<file path="src/hw/rtl/wpet_ram.sv">
// generic single-port ram with registered read
`timescale 1ns / 1ps
module wpet_ram #(
	parameter int Width = 16,
	parameter int Depth = 256
) (
	input  logic                     clk,
	input  logic                     we,
	input  logic [$clog2(Depth)-1:0] addr,
	input  logic [Width-1:0]         wdata,
	output logic [Width-1:0]         rdata
);
	logic [Width-1:0] mem_q [Depth];

	always_ff @(posedge clk) begin
		if (we) begin
			mem_q[addr] <= wdata;
		end
		rdata <= mem_q[addr];
	end
endmodule

</file>
<file path="config.mk">
export PLATFORM = sky130hd
export DESIGN_NAME = wpet_ram
export DESIGN_NICKNAME = d
export VERILOG_FILES = /design/src/hw/rtl/wpet_ram.sv
export SDC_FILE = /design/constraint.sdc
export NUM_CORES = 2
export LEC_CHECK = 0
export BUFFER_PORTS_ARGS = -buffer_cell sky130_fd_sc_hd__buf_2
export CORE_MARGIN = 2
export CORE_UTILIZATION = 60
export DETAILED_ROUTE_END_ITERATION = 7
export PLACE_DENSITY = 0.76
export SLEW_MARGIN = 30
export SYNTH_ARGS = -nofsm -noshare
export SYNTH_HDL_FRONTEND = slang
export SYNTH_SLANG_ARGS = --single-unit
</file>
<file path="constraint.sdc">
create_clock -name clk -period 4.9 [get_ports clk]
set_input_delay 0.245 -clock clk [delete_from_list [all_inputs] [get_ports clk]]
set_output_delay 0.245 -clock clk [all_outputs]
set_load 0.02 [all_outputs]
</file>
Yosys cells after proc, flatten, opt, wreduce, memory -nomap -nowiden
Memory sizes are Yosys's and may differ from the RTL's. A register that Yosys moved wholly into a read port is not among the register bits.
Cells that the tools add are included.
{"block": "word_totals", "reg_bits": 0, "latchBits": 0, "wordCells": 3, "mem_bits_rw": 4096, "n_memories": 1, "rom_bits": 0}
{"block": "classes", "reduce_logical": 0, "magnitude_cmp": 0, "mul": 0, "n_addsub": 0, "n_shift": 0, "muxes": 2, "div": 0, "n_eq_ne": 0, "bitwise": 0}
{"memory": "mem_q", "depth": 256, "word_bits": 16, "read_ports": 1, "rd_ports_with_merged_regs": 1, "wr": 1, "line": "13", "text": "logic [Width-1:0] mem_q [Depth];"}
{"cell": "$mux 1", "n": 2}

Depth between registers and ports, before layout
{"block": "logic_depth", "ltp_word": 2, "mapped_depth": 10, "mapped_depth_nobuf": 5}

Worst setup path before layout
OpenSTA, ideal clock, no wires.
{"block": "synth_path", "path_kind": "input -> register", "from": "input port addr[0]", "to": "memory mem_q[145][0] (enable)", "path_buffers": 5, "slack_ns": 1.957, "required_ns": 4.491, "stages": 7, "arrival_ns": 2.534, "path_cell_list": "clkbuf_1 buf_6 clkbuf_1 buf_2 nand2b_1 clkbuf_1 nor3_1"}
{"item": "start: declaration", "line": "9", "text": "input logic [$clog2(Depth)-1:0] addr,"}
{"item": "end: declaration", "line": "13"}
Straight into the memory's write port.

==> impl_metrics.xml <==
<?xml version="1.0" encoding="UTF-8"?>
<metrics>
  <group name="synthesis">
    <metric name="synth-compound-area-share" unit="%">3.66</metric>
    <metric name="post_synth_mux_area_share" unit="%">14.8</metric>
    <metric name="post_synth_fa_ha_maj_area_fraction" unit="%">0</metric>
    <metric name="synthDominantAreaCellType" unit="">sky130_fd_sc_hd__edfxtp_1</metric>
    <metric name="synth_area_leaders" unit="">sky130_fd_sc_hd__edfxtp_1 (79%), sky130_fd_sc_hd__mux4_2 (15%), sky130_fd_sc_hd__a22oi_1 (2.5%), sky130_fd_sc_hd__a21oi_1 (0.82%), sky130_fd_sc_hd__clkbuf_1 (0.60%)</metric>
    <metric name="synth_sequential_area_ratio" unit="%">79.4</metric>
    <metric name="synth-edff-count" unit="">4096</metric>
    <metric name="synthesis.area" unit="um^2">155000</metric>
    <metric name="synthesis.nets" unit="">6753</metric>
    <metric name="register_bit_total_from_synthesis" unit="">4112</metric>
    <metric name="yosys.cell_types.count" unit="">22</metric>
    <metric name="synth_commonest_cells" unit="">sky130_fd_sc_hd__edfxtp_1 (4096), sky130_fd_sc_hd__mux4_2 (1024), sky130_fd_sc_hd__a22oi_1 (512)</metric>
    <metric name="synth_top_area_share" unit="%">79.1</metric>
    <metric name="synthArstFlopShare" unit="%">0</metric>
    <metric name="synthesis.instances" unit="">6727</metric>
    <metric name="share_of_synthesized_cell_area_in_and_or_nand_and_nor_gates" unit="%">0.907</metric>
    <metric name="yosys_most_used_dff" unit="">sky130_fd_sc_hd__edfxtp_1</metric>
    <metric name="synth_most_common_cell" unit="">sky130_fd_sc_hd__edfxtp_1</metric>
    <metric name="number_of_synthesis_warnings" unit="">0</metric>
    <metric name="synth.avg_cell_area" unit="um^2">23.1</metric>
    <metric name="synth_xor_area_share" unit="%">0</metric>
    <metric name="synth_top_family_by_area" unit="">multiplexers</metric>
  </group>
  <group name="die">
    <metric name="core" unit="um^2">257000</metric>
    <metric name="die_h" unit="um">513</metric>
    <metric name="initial_core_util" unit="%">60.4</metric>
    <metric name="num_rows" unit="">186</metric>
    <metric name="ios" unit="">42</metric>
    <metric name="die_area" unit="um^2">263000</metric>
    <metric name="die_width" unit="um">513</metric>
  </group>
  <group name="global_route">
    <metric name="grt.overflow.total" unit="">0</metric>
    <metric name="grt_pass1_vias" unit="">77900</metric>
    <metric name="grt_max_degree" unit="">175</metric>
    <metric name="antenna_violations_before_repair" unit="">25</metric>
    <metric name="grt_usage" unit="%">30.4</metric>
    <metric name="global_route_wire_length_before_repair" unit="um">569000</metric>
  </group>
  <group name="clock_network">
    <metric name="postCtsSetupBuffers" unit="">0</metric>
    <metric name="cts-root-buf" unit="">sky130_fd_sc_hd__clkbuf_16</metric>
    <metric name="worstSkewPairLatency" unit="ns">0.93</metric>
    <metric name="num_cts_buffers" unit="">396</metric>
    <metric name="clock_sink_total" unit="">4112</metric>
    <metric name="tritoncts" unit="">yes</metric>
    <metric name="cts_buffer_depth" unit="">4</metric>
    <metric name="maximum_level_of_the_cts_h_tree" unit="">5</metric>
    <metric name="cts.reportedPaths.clkPinSlew" unit="ns">0.07</metric>
  </group>
  <group name="sta">
    <metric name="maxSlewViolCount" unit="">0</metric>
    <metric name="skew_final" unit="ns">0.0769</metric>
    <metric name="finalSetupTns" unit="ns">0</metric>
    <metric name="grt_setup_unrepaired" unit="">false</metric>
    <metric name="max_slew_margin" unit="%">25.7</metric>
    <metric name="final-setup-viol-count" unit="">0</metric>
    <metric name="timing_hold_violations_final" unit="">0</metric>
    <metric name="fin_crit_sh" unit="%">64.6</metric>
    <metric name="maxClockFrequency" unit="MHz">316</metric>
    <metric name="max_slew.worst_pin.slew" unit="ns">1.11</metric>
    <metric name="period_minus_slack" unit="ns">3.17</metric>
  </group>
  <group name="route">
    <metric name="drt_pre_antenna_iters" unit="">6</metric>
    <metric name="via_count" unit="">77100</metric>
    <metric name="wire_length_per_cell" unit="um">36.1</metric>
    <metric name="postRouteWirelength" unit="um">397000</metric>
    <metric name="drt.antenna.violating_nets" unit="">0</metric>
    <metric name="drcViolationCount" unit="">0</metric>
    <metric name="drt-initial-drc-count" unit="">11600</metric>
    <metric name="route.detailed.vias_per_inst" unit="">7.02</metric>
  </group>
  <group name="critical_path">
    <metric name="regToRegSetupSlack" unit="ns">2.09</metric>
    <metric name="critical_path.max_fanout" unit="">82</metric>
    <metric name="start_kind" unit="">input port</metric>
    <metric name="crit_path_cell_trace" unit="">buf_8 &gt; buf_12 &gt; buf_4 &gt; mux4_2 &gt; a22oi_1 &gt; a21oi_1 &gt; o41ai_1 &gt; nand4_1</metric>
    <metric name="cp_max_delay_cell" unit="">sky130_fd_sc_hd__o41ai_1</metric>
    <metric name="path_delay_family" unit="">buffers and inverters</metric>
    <metric name="critPathMaxStageDelay" unit="ns">0.97</metric>
    <metric name="path_class" unit="">input port to register</metric>
    <metric name="end_kind" unit="">register</metric>
    <metric name="path_buf_inv" unit="">3</metric>
    <metric name="required_time_worst_endpoint" unit="ns">5.68</metric>
    <metric name="cp.arrival" unit="ns">3.95</metric>
  </group>
  <group name="cells_and_area">
    <metric name="multi_input_area" unit="um^2">30600</metric>
    <metric name="nNetsFinal" unit="">7294</metric>
    <metric name="final_cells" unit="">11000</metric>
    <metric name="area_delta_synth_final" unit="%">13.1</metric>
    <metric name="final-seq-area" unit="um^2">123000</metric>
    <metric name="fillers" unit="">14600</metric>
    <metric name="final_util" unit="%">68.4</metric>
    <metric name="fraction_of_final_layout_cells_with_drive_strength_greater_than_1" unit="%">29.1</metric>
  </group>
  <group name="power_and_ir_drop">
    <metric name="ir_worst_vdd" unit="mV">0.334</metric>
    <metric name="power-per-cell-area" unit="nW/um^2">409</metric>
    <metric name="post-layout-total-power" unit="uW">71800</metric>
    <metric name="p_leak" unit="uW">0.0544</metric>
  </group>
  <group name="placement">
    <metric name="io_buffer_count" unit="">41</metric>
    <metric name="place.detailed.hpwl" unit="um">226000</metric>
    <metric name="gp_congestion" unit="">0.858</metric>
    <metric name="numPlacedInstances" unit="">10200</metric>
  </group>
  <group name="run">
    <metric name="drv_cap" unit="">0</metric>
  </group>
  <group name="outcome">
    <metric name="run_status" unit="">finished, final reports clean</metric>
  </group>
  <group name="worst_hold_path">
    <metric name="hold_path.class" unit="">input port to register</metric>
  </group>
</metrics>
flip-flops by register name, summed over array words and instances (netlist names):
signal,flops
rdata,16
mem_q,4096
final cells by class:
class	instances	area share (%)
Timing Repair Buffer	563	2.88
Sequential cell	4112	70.2
Tap cell	3384	2.41
Clock buffer	507	6.06
Multi-Input combinational cell	2194	17.4
Clock inverter	204	1.04
Antenna cell	25	0.0356
Inverter	1	0.00214
power breakdown:
group / switching, uW / internal [uW]
sequential: 94.6 / 38800
combinational: 2190 / 1140
clock: 12800 / 16800
total: 15100 / 56700
cells by family (layout without fill, tap and decap cells):
| logic type | after synthesis | after routing |
|---|---|---|
| mux | 1024 | 1024 |
| compound gates | 832 | 832 |
| other cells | 0 | 25 |
| simple gates | 338 | 338 |
| flops | 4112 | 4112 |
| buf+inv | 421 | 1275 |
per-stage QoR:
stage,setup WS [ns],hold WS (ns),cell area (um^2)
2_1_floorplan,1.96,0.344,155000
3_3_place_gp,0.309,0.750,163000
3_5_place_dp,0.836,0.705,163000
4_1_cts,1.82,0.0294,176000
5_1_grt,1.71,0.0552,176000
6_report,1.73,0.0612,176000
routing by layer:
metal | vias to the layer above | global-route usage, % | part of all wire (%) | routed length (um)
li1 | 30100 | - | - | -
met1 | 40300 | 41.4 | 34 | 136000
met2 | 5742 | 47.3 | 48 | 190000
met3 | 979 | 6.76 | 12 | 48000
met4 | 24 | 15.2 | 5.7 | 22800
met5 | - | 0 | 0.043 | 169
worst paths after layout:
kind / from / endpoint / cells after the start
min: addr[6] / rdata[12] / 4
min reg2reg: mem_q[20][12] / rdata[12] / 5
max: addr[1] / rdata[11] / 8
max reg2reg: mem_q[219][7] / rdata[7] / 6
placed cells by master (no fill, tap or decap), types with 3 or more instances in the layout:
cell	instances
sky130_fd_sc_hd__edfxtp_1	4096
sky130_fd_sc_hd__nand2b_1	4
sky130_fd_sc_hd__inv_16	3
sky130_fd_sc_hd__clkinv_1	71
sky130_fd_sc_hd__buf_16	3
sky130_fd_sc_hd__buf_8	17
sky130_fd_sc_hd__nor2_1	218
sky130_fd_sc_hd__nand4_1	16
sky130_fd_sc_hd__nand3_2	6
sky130_fd_sc_hd__nand3_1	7
sky130_fd_sc_hd__mux4_2	1024
sky130_fd_sc_hd__nor2_4	5
sky130_fd_sc_hd__o41ai_1	40
sky130_fd_sc_hd__clkinvlp_4	18
sky130_fd_sc_hd__a22oi_1	512
sky130_fd_sc_hd__clkbuf_16	406
sky130_fd_sc_hd__clkbuf_1	90
sky130_fd_sc_hd__clkinv_8	4
sky130_fd_sc_hd__o41ai_2	24
sky130_fd_sc_hd__dlygate4sd3_1	17
sky130_fd_sc_hd__nor2_2	9
sky130_fd_sc_hd__nand2_1	27
sky130_fd_sc_hd__nor2b_2	3
sky130_fd_sc_hd__buf_2	23
sky130_fd_sc_hd__a21oi_1	256
sky130_fd_sc_hd__buf_4	450
sky130_fd_sc_hd__nor3_2	30
sky130_fd_sc_hd__clkinv_4	3
sky130_fd_sc_hd__inv_6	4
sky130_fd_sc_hd__bufinv_16	27
sky130_fd_sc_hd__buf_12	52
sky130_fd_sc_hd__diode_2	25
sky130_fd_sc_hd__dfxtp_1	16
sky130_fd_sc_hd__clkinv_2	71
sky130_fd_sc_hd__clkbuf_8	11
worst reg2reg max path: stages (launching register included):
cell and delay, ns:
sky130_fd_sc_hd__edfxtp_1 0.36, sky130_fd_sc_hd__mux4_2 0.48, sky130_fd_sc_hd__a22oi_1 0.51, sky130_fd_sc_hd__a21oi_1 0.35
sky130_fd_sc_hd__o41ai_1 0.56, sky130_fd_sc_hd__buf_4 0.30, sky130_fd_sc_hd__nand4_1 0.13
repair_timing:
| item | in CTS | in global routing |
|---|---|---|
| resized for setup | 0 | 0 |
| hold buffers | 17 | 0 |
| endpoints found under the hold margin | 1145 | 0 |
No activity file was read; power rests on OpenSTA's default activity.
